[src/hdl/hdm_pkg.sv]
// Shared types, codes and helpers of the Hamming descriptor matcher
package hdm_pkg;

   localparam logic [1:0] MODE_CLEAR = 2'd0;
   localparam logic [1:0] MODE_LDQ   = 2'd1;
   localparam logic [1:0] MODE_LDT   = 2'd2;
   localparam logic [1:0] MODE_RUN   = 2'd3;

   localparam logic [1:0] CSR_MAX_DIST = 2'd0;
   localparam logic [1:0] CSR_RATIO    = 2'd1;
   localparam logic [1:0] CSR_XCHK     = 2'd2;

   localparam int DIST_W = 9;
   localparam int WORD_W = 64;
   localparam int POP_W  = 7;
   localparam int THR_W  = 10;
   localparam int PROD_W = DIST_W + THR_W;
   localparam int OIDX_W = 6;

   localparam logic [DIST_W-1:0] DIST_NONE = 9'd257;
   localparam logic [DIST_W-1:0] DIST_TOP  = 9'd256;
   localparam logic [1:0]        WORD_LAST = 2'd3;

   typedef struct packed {
      logic ld_query;
      logic ld_train;
      logic run_init;
      logic dist_acc;
      logic dist_cmp;
      logic best_init;
      logic qres_wr;
      logic tb_clr;
      logic xchk_upd;
      logic ratio_mul;
      logic flag_wr;
      logic emit_chk;
      logic emit_end;
      logic train_multi;
   } hdm_cmd_type;

   typedef struct packed {
      logic out_stall;
   } hdm_sts_type;

   function automatic logic [POP_W-1:0] pop64(input logic [WORD_W-1:0] v);
      logic [POP_W-1:0] n;
      n = '0;
      for (int i = 0; i < WORD_W; i++) begin
         n = n + POP_W'(v[i]);
      end
      return n;
   endfunction

endpackage

[src/hdl/hdm_ctrl.sv]
// Sequencer: load handling and the run's pass order over queries and train entries
module hdm_ctrl #(
   parameter int MAX_QUERY = 64,
   parameter int MAX_TRAIN = 64,
   parameter int QIW = (MAX_QUERY > 1) ? $clog2(MAX_QUERY) : 1,
   parameter int TIW = (MAX_TRAIN > 1) ? $clog2(MAX_TRAIN) : 1
) (
   input  logic                clock,
   input  logic                reset,
   input  logic                req_valid,
   output logic                req_ready,
   input  logic [1:0]          req_mode,
   input  logic [1:0]          req_word_index,
   input  hdm_pkg::hdm_sts_type sts,
   output hdm_pkg::hdm_cmd_type cmd,
   output logic [QIW-1:0]      q_idx,
   output logic [TIW-1:0]      t_idx,
   output logic [1:0]          w_idx,
   output logic [8:0]          d_val
);
   import hdm_pkg::*;

   localparam int QCW = $clog2(MAX_QUERY + 1);
   localparam int TCW = $clog2(MAX_TRAIN + 1);

   localparam logic [3:0] S_IDLE = 4'd0;
   localparam logic [3:0] S_DRD  = 4'd1;
   localparam logic [3:0] S_DACC = 4'd2;
   localparam logic [3:0] S_DCMP = 4'd3;
   localparam logic [3:0] S_QWR  = 4'd4;
   localparam logic [3:0] S_TCLR = 4'd5;
   localparam logic [3:0] S_XW1  = 4'd6;
   localparam logic [3:0] S_XW2  = 4'd7;
   localparam logic [3:0] S_XUPD = 4'd8;
   localparam logic [3:0] S_FW1  = 4'd9;
   localparam logic [3:0] S_FW2  = 4'd10;
   localparam logic [3:0] S_FMUL = 4'd11;
   localparam logic [3:0] S_FWR  = 4'd12;
   localparam logic [3:0] S_EW1  = 4'd13;
   localparam logic [3:0] S_EW2  = 4'd14;
   localparam logic [3:0] S_EEND = 4'd15;

   logic [3:0]     state_ff, state_in;
   logic [QIW-1:0] q_ff, q_in;
   logic [TIW-1:0] t_ff, t_in;
   logic [1:0]     w_ff, w_in;
   logic [8:0]     d_ff, d_in;
   logic [QCW-1:0] qc_ff, qc_in;
   logic [TCW-1:0] tc_ff, tc_in;
   logic           q_last, t_last;

   assign q_last = ((QCW'(q_ff) + QCW'(1)) == qc_ff);
   assign t_last = ((TCW'(t_ff) + TCW'(1)) == tc_ff);

   always_comb begin
      state_in = state_ff;
      q_in     = q_ff;
      t_in     = t_ff;
      w_in     = w_ff;
      d_in     = d_ff;
      qc_in    = qc_ff;
      tc_in    = tc_ff;
      cmd      = '0;
      cmd.train_multi = (tc_ff >= TCW'(2));
      case (state_ff)
         S_IDLE: begin
            if (req_valid) begin
               case (req_mode)
                  MODE_CLEAR: begin
                     qc_in = '0;
                     tc_in = '0;
                  end
                  MODE_LDQ: begin
                     if (qc_ff < QCW'(MAX_QUERY)) begin
                        cmd.ld_query = 1'b1;
                        if (req_word_index == WORD_LAST) qc_in = qc_ff + QCW'(1);
                     end
                  end
                  MODE_LDT: begin
                     if (tc_ff < TCW'(MAX_TRAIN)) begin
                        cmd.ld_train = 1'b1;
                        if (req_word_index == WORD_LAST) tc_in = tc_ff + TCW'(1);
                     end
                  end
                  MODE_RUN: begin
                     cmd.run_init = 1'b1;
                     q_in = '0;
                     t_in = '0;
                     w_in = '0;
                     if (qc_ff == '0 || tc_ff == '0) state_in = S_EEND;
                     else state_in = S_DRD;
                  end
                  default: ;
               endcase
            end
         end
         S_DRD: state_in = S_DACC;
         S_DACC: begin
            cmd.dist_acc = 1'b1;
            w_in = w_ff + 2'd1;
            state_in = (w_ff == WORD_LAST) ? S_DCMP : S_DRD;
         end
         S_DCMP: begin
            cmd.dist_cmp = 1'b1;
            if (t_last) begin
               state_in = S_QWR;
            end else begin
               t_in = t_ff + TIW'(1);
               state_in = S_DRD;
            end
         end
         S_QWR: begin
            cmd.qres_wr   = 1'b1;
            cmd.best_init = 1'b1;
            t_in = '0;
            if (q_last) begin
               q_in = '0;
               state_in = S_TCLR;
            end else begin
               q_in = q_ff + QIW'(1);
               state_in = S_DRD;
            end
         end
         S_TCLR: begin
            cmd.tb_clr = 1'b1;
            if (t_last) begin
               t_in = '0;
               state_in = S_XW1;
            end else begin
               t_in = t_ff + TIW'(1);
            end
         end
         S_XW1: state_in = S_XW2;
         S_XW2: state_in = S_XUPD;
         S_XUPD: begin
            cmd.xchk_upd = 1'b1;
            if (q_last) begin
               q_in = '0;
               state_in = S_FW1;
            end else begin
               q_in = q_ff + QIW'(1);
               state_in = S_XW1;
            end
         end
         S_FW1: state_in = S_FW2;
         S_FW2: state_in = S_FMUL;
         S_FMUL: begin
            cmd.ratio_mul = 1'b1;
            state_in = S_FWR;
         end
         S_FWR: begin
            cmd.flag_wr = 1'b1;
            if (q_last) begin
               q_in = '0;
               d_in = '0;
               state_in = S_EW1;
            end else begin
               q_in = q_ff + QIW'(1);
               state_in = S_FW1;
            end
         end
         S_EW1: state_in = S_EW2;
         S_EW2: begin
            cmd.emit_chk = 1'b1;
            if (!sts.out_stall) begin
               if (q_last) begin
                  q_in = '0;
                  if (d_ff == DIST_TOP) begin
                     state_in = S_EEND;
                  end else begin
                     d_in = d_ff + 9'd1;
                     state_in = S_EW1;
                  end
               end else begin
                  q_in = q_ff + QIW'(1);
                  state_in = S_EW1;
               end
            end
         end
         S_EEND: begin
            cmd.emit_end = 1'b1;
            if (!sts.out_stall) state_in = S_IDLE;
         end
         default: state_in = S_IDLE;
      endcase
   end

   always_ff @(posedge clock) begin
      if (reset) begin
         state_ff <= S_IDLE;
         qc_ff    <= '0;
         tc_ff    <= '0;
         q_ff     <= '0;
         t_ff     <= '0;
         w_ff     <= '0;
         d_ff     <= '0;
      end else begin
         state_ff <= state_in;
         qc_ff    <= qc_in;
         tc_ff    <= tc_in;
         q_ff     <= q_in;
         t_ff     <= t_in;
         w_ff     <= w_in;
         d_ff     <= d_in;
      end
   end

   assign req_ready = (state_ff == S_IDLE);
   // while idle the store address follows the fill count and the incoming word
   assign q_idx = (state_ff == S_IDLE) ? qc_ff[QIW-1:0] : q_ff;
   assign t_idx = (state_ff == S_IDLE) ? tc_ff[TIW-1:0] : t_ff;
   assign w_idx = (state_ff == S_IDLE) ? req_word_index : w_ff;
   assign d_val = d_ff;

endmodule

[config.mk]
export PLATFORM = sky130hd
export DESIGN_NAME = hdm_ctrl
export DESIGN_NICKNAME = d
export VERILOG_FILES = /design/src/hdl/hdm_pkg.sv /design/src/hdl/hdm_ctrl.sv
export SDC_FILE = /design/constraint.sdc
export NUM_CORES = 1
export LEC_CHECK = 0
export BUFFER_PORTS_ARGS = -buffer_cell sky130_fd_sc_hd__buf_2
export CORE_MARGIN = 5
export CORE_UTILIZATION = 62
export DETAILED_ROUTE_END_ITERATION = 10
export GPL_TIMING_DRIVEN = 0
export PLACE_DENSITY = 0.86
export SETUP_SLACK_MARGIN = 0.2
export SLEW_MARGIN = 20
export SYNTH_ARGS = -nofsm -noshare
export SYNTH_HDL_FRONTEND = slang
export SYNTH_SLANG_ARGS = --single-unit
[constraint.sdc]
create_clock -name clock -period 5.3 [get_ports clock]
set_input_delay 1.325 -clock clock [delete_from_list [all_inputs] [get_ports clock]]
set_output_delay 1.325 -clock clock [all_outputs]
set_load 0.05 [all_outputs]
### Word level (Yosys, flattened, before mapping)

Cells that the tools add are included.
Widths: inputs -> output; s select.

* $add $sub $neg: 8
* magnitude comparators: 3
* eq/ne operators: 36
* mux-type cells: 55
* reduce and logical (&&, ||, !) cells: 19

Operator list (number)
* $pmux 4 s16: 1
* $mux 6: 8
* $mux 9: 4
* $eq 4x4->1 const B: 8
* $mux 4: 8
* $mux 7: 4
* $pmux 7 s2: 2
* $ne 2x2->1 const B: 12
* $pmux 6 s4: 1
* $reduce_and 5->1: 4
* $pmux 6 s3: 1
* $pmux 9 s2: 1
* $eq 4x3->1 const B: 4
* $mux 3: 5
* $add 6x1->7 const B: 2
* $add 7x1->7 const B: 2
* $eq 7x7->1: 2
* $logic_not 7->1: 2
* $lt 7x7->1 const B: 2
* $mux 1: 13
* $add 6x1->6 const B: 2
* $mux 2: 6
* $add 9x1->9 const B: 1
* $eq 9x9->1 const B: 1
* 17 further kinds: 25

* flip-flop bits (word level): 41
* output and inout port bits: 38
* logic and storage cells: 128

### Longest topological paths before layout

* word-level depth: 6
* gate-level depth with buffers: 9

### Worst setup path after synthesis

OpenSTA, ideal clock, no wires.

* path type: reg-to-output
* start: reg state_ff[2]
* end: out cmd[8] (netlist bit)
* arrival: 2.843 ns
* data required time: 3.975 ns
* slack: 1.132 ns
* stages on the path, launching flop included: 5
* path buffers: 3
* cells stage by stage: dfxtp_1 buf_6 clkbuf_1 nor4b_1 buf_4

RTL lines
* from (decl): line hdm_ctrl.sv:43 `logic [3:0] state_ff, state_in;`
* from (signal assigned): line hdm_ctrl.sv:198 `state_ff <= state_in;`
* to (decl): line hdm_ctrl.sv:15 `output hdm_pkg::hdm_cmd_type cmd,`

==> results.toml <==
[status]
outcome = "complete, no violations"

[clock_tree]
cts.sink_count = 41
holdBufCountCts = 0
cts_buffers = 5
cts_max_level = 2
clock_latency_ns = 0.30
tritoncts = "built"
clockBufferDepth = 2
post_cts_buffers = 0
path_clk_slew_ns = 0.09
cts_resized = 0
root_buffer = "clkbuf_8"

[sta]
setup_viol = 0
setup_tns_ns = 0
finalClockSkew_ns = 0.0124
fin_crit_sh = 0.741
worstMarginPinSlew_ns = 0.991
whs_ns = 0.517
rsz0062_at_grt = "no"
relSlewSlack = 0.333
post-route-min-period_ns = 3.93
slew_violations = 0
hold_viol_final = 0
fmax_mhz = 255
layout_setup_ws_ns = 1.37

[grt]
grt_pass1_wl_um = 13300
overflow = 0
antenna_found_initial = 0
grt_max_degree = 13
grt_pass1_vias = 2904
grt_util_all_layers = 0.260

[synthesis]
postSynth.asyncResetShare = 0
yosysWarnings = 0
synth_compound_area_frac = 0.209
synthCells = 395
avgSynthCellArea_sq_um = 7.43
synth_fp_nets = 413
synth_cell_types = 55
synthAdderAreaFrac = 0.0426
synth_simple_gate_area_frac = 0.302
synth.cell_area_sq_um = 2940
yosysSeqAreaShare = 0.280
synth_mux_area_frac = 0.0107
synth_top_family_by_area = "simple AND/OR/NAND/NOR gates"
synth_xor_area_frac = 0.0835
synthFlopType = "dfxtp_1"
synth_edf_count = 0
ys_ff_latch = 41

[detailed_routing]
vias = 3154
remaining_drc_errors = 0
postRouteAntennaNets = 0
vias_per_cell = 6.33
wl_per_cell_um = 15.8
dr.pass1.iters = 5
drt-total-wl_um = 7860
drtIter0Drc = 371

[hold_path]
hp-class = "reg -> reg"
min_from = "d_val[8]"
hold_depth = 2

[finish]
postLayoutCellArea_sq_um = 3320
final_layout_size_suffix_gt1_frac = 0.158
fin_cells = 498
final_util = 0.712
antenna_cells = 0
n_fill_cell = 388
fin_nets = 462
synthToLayoutAreaGrowth_pct = 13.0
final_cell_mix = "49 x nand2_1, 48 x nor2_1, 46 x buf_2"
final_common_cell = "nand2_1"

[critical_path]
cp.arrival_ns = 2.60
crit_type = "in -> out"
cp-end-kind = "output port"
cp-start-kind = "input port"
critPathMaxFanout = 7
r2r_cells = 8
crit_required_ns = 3.97
critPathLaunch = "req_mode[1]"
r2r_start = "q_ff[3]"

[placement]
port_buffers = 42
hpwl_um = 5780
placed_cell_area_sq_um = 3210
placed_cells = 491
place_congestion = 0.896
preCtsSetupSlack_ns = 1.42

[floorplanning]
fp.coreArea_sq_um = 4660
initial_utilization = 0.630
die_w_um = 78.8
num_rows = 25
io_pins = 46
fp.dieArea_sq_um = 6210
die_h_um = 78.8

[power]
peakVddDrop_mv = 0.297
fin_total_pwr_mw = 1.29
leakagePower_nw = 1.39
power.density_nw_per_um2 = 388

[flow_run]
cap_violations = 0
[routing by layer]
| metal | part of all wire | global-route usage | vias to the layer above |
|---|---|---|---|
| met5 | 0 | 0 | - |
| met1 | 0.45 | 0.347 | 1495 |
| met4 | 0.016 | 0.0859 | 0 |
| li1 | - | - | 1506 |
| met2 | 0.47 | 0.427 | 138 |
| met3 | 0.068 | 0.0442 | 15 |
[worst paths after layout]
| check | end | slack (ns) |
|---|---|---|
| setup reg to reg | d_val[1] | 2.55 |
| hold reg to reg | d_val[8] | 0.52 |
| hold / removal | d_val[8] | 0.52 |
| setup / recovery | cmd[11] | 1.37 |
[synth_stat cells, types with 4 or more instances]
master / number / share of area
nand2b_1: 5 / 0.011
clkbuf_1: 17 / 0.022
nor3_1: 11 / 0.019
inv_1: 22 / 0.028
o21ai_0: 22 / 0.037
a21o_1: 6 / 0.015
a31oi_1: 5 / 0.011
nor4_1: 6 / 0.013
nand3b_1: 4 / 0.010
and3_1: 4 / 0.0085
a21oi_1: 19 / 0.032
nand2_1: 49 / 0.063
nand3_1: 12 / 0.020
nor2_1: 48 / 0.061
xnor2_1: 15 / 0.045
nand4_1: 14 / 0.030
buf_2: 4 / 0.0068
a211oi_1: 5 / 0.013
ha_1: 10 / 0.043
or3_1: 10 / 0.021
xor2_1: 13 / 0.039
dfxtp_1: 41 / 0.28
[report_power, final]
part           internal [mW]  total (mW)  switching [mW]
Combinational          0.189       0.676           0.488
Sequential             0.333       0.359          0.0253
Clock                  0.137       0.253           0.115
Total                  0.659        1.29           0.628
[sequential cells by signal, summed over array words and instances, names as in the netlist]
signal and count:
t_ff 6, d_val 9, state_ff 4, q_ff 6, w_ff 2, tc_ff 7, qc_ff 7
[kinds of logic (layout without fill, tap and decap cells)]
logic type	count (synthesis)	after routing
compound gates	86	86
xor+xnor	28	28
fa+ha+maj	10	10
buf+inv	49	98
flops	41	41
mux	3	3
simple gates	178	178
[cell type report]
| cell class | count | area [sq um] | area share |
|---|---|---|---|
| clock inverter | 2 | 35.0 | 0.0106 |
| inverter | 23 | 91.3 | 0.0275 |
| tap | 54 | 67.6 | 0.0204 |
| buffer | 26 | 124 | 0.0373 |
| timing repair buffer | 42 | 210 | 0.0633 |
| clock buffer | 5 | 68.8 | 0.0207 |
| multi-input combinational | 305 | 1900 | 0.573 |
| sequential | 41 | 821 | 0.247 |
[worst max-delay path, cell delays in order]
cell and delay (ns):
clkbuf_1 0.37, nand3_1 0.34, nor2_1 0.26, buf_2 0.30
No activity file was read; power rests on OpenSTA's default activity.
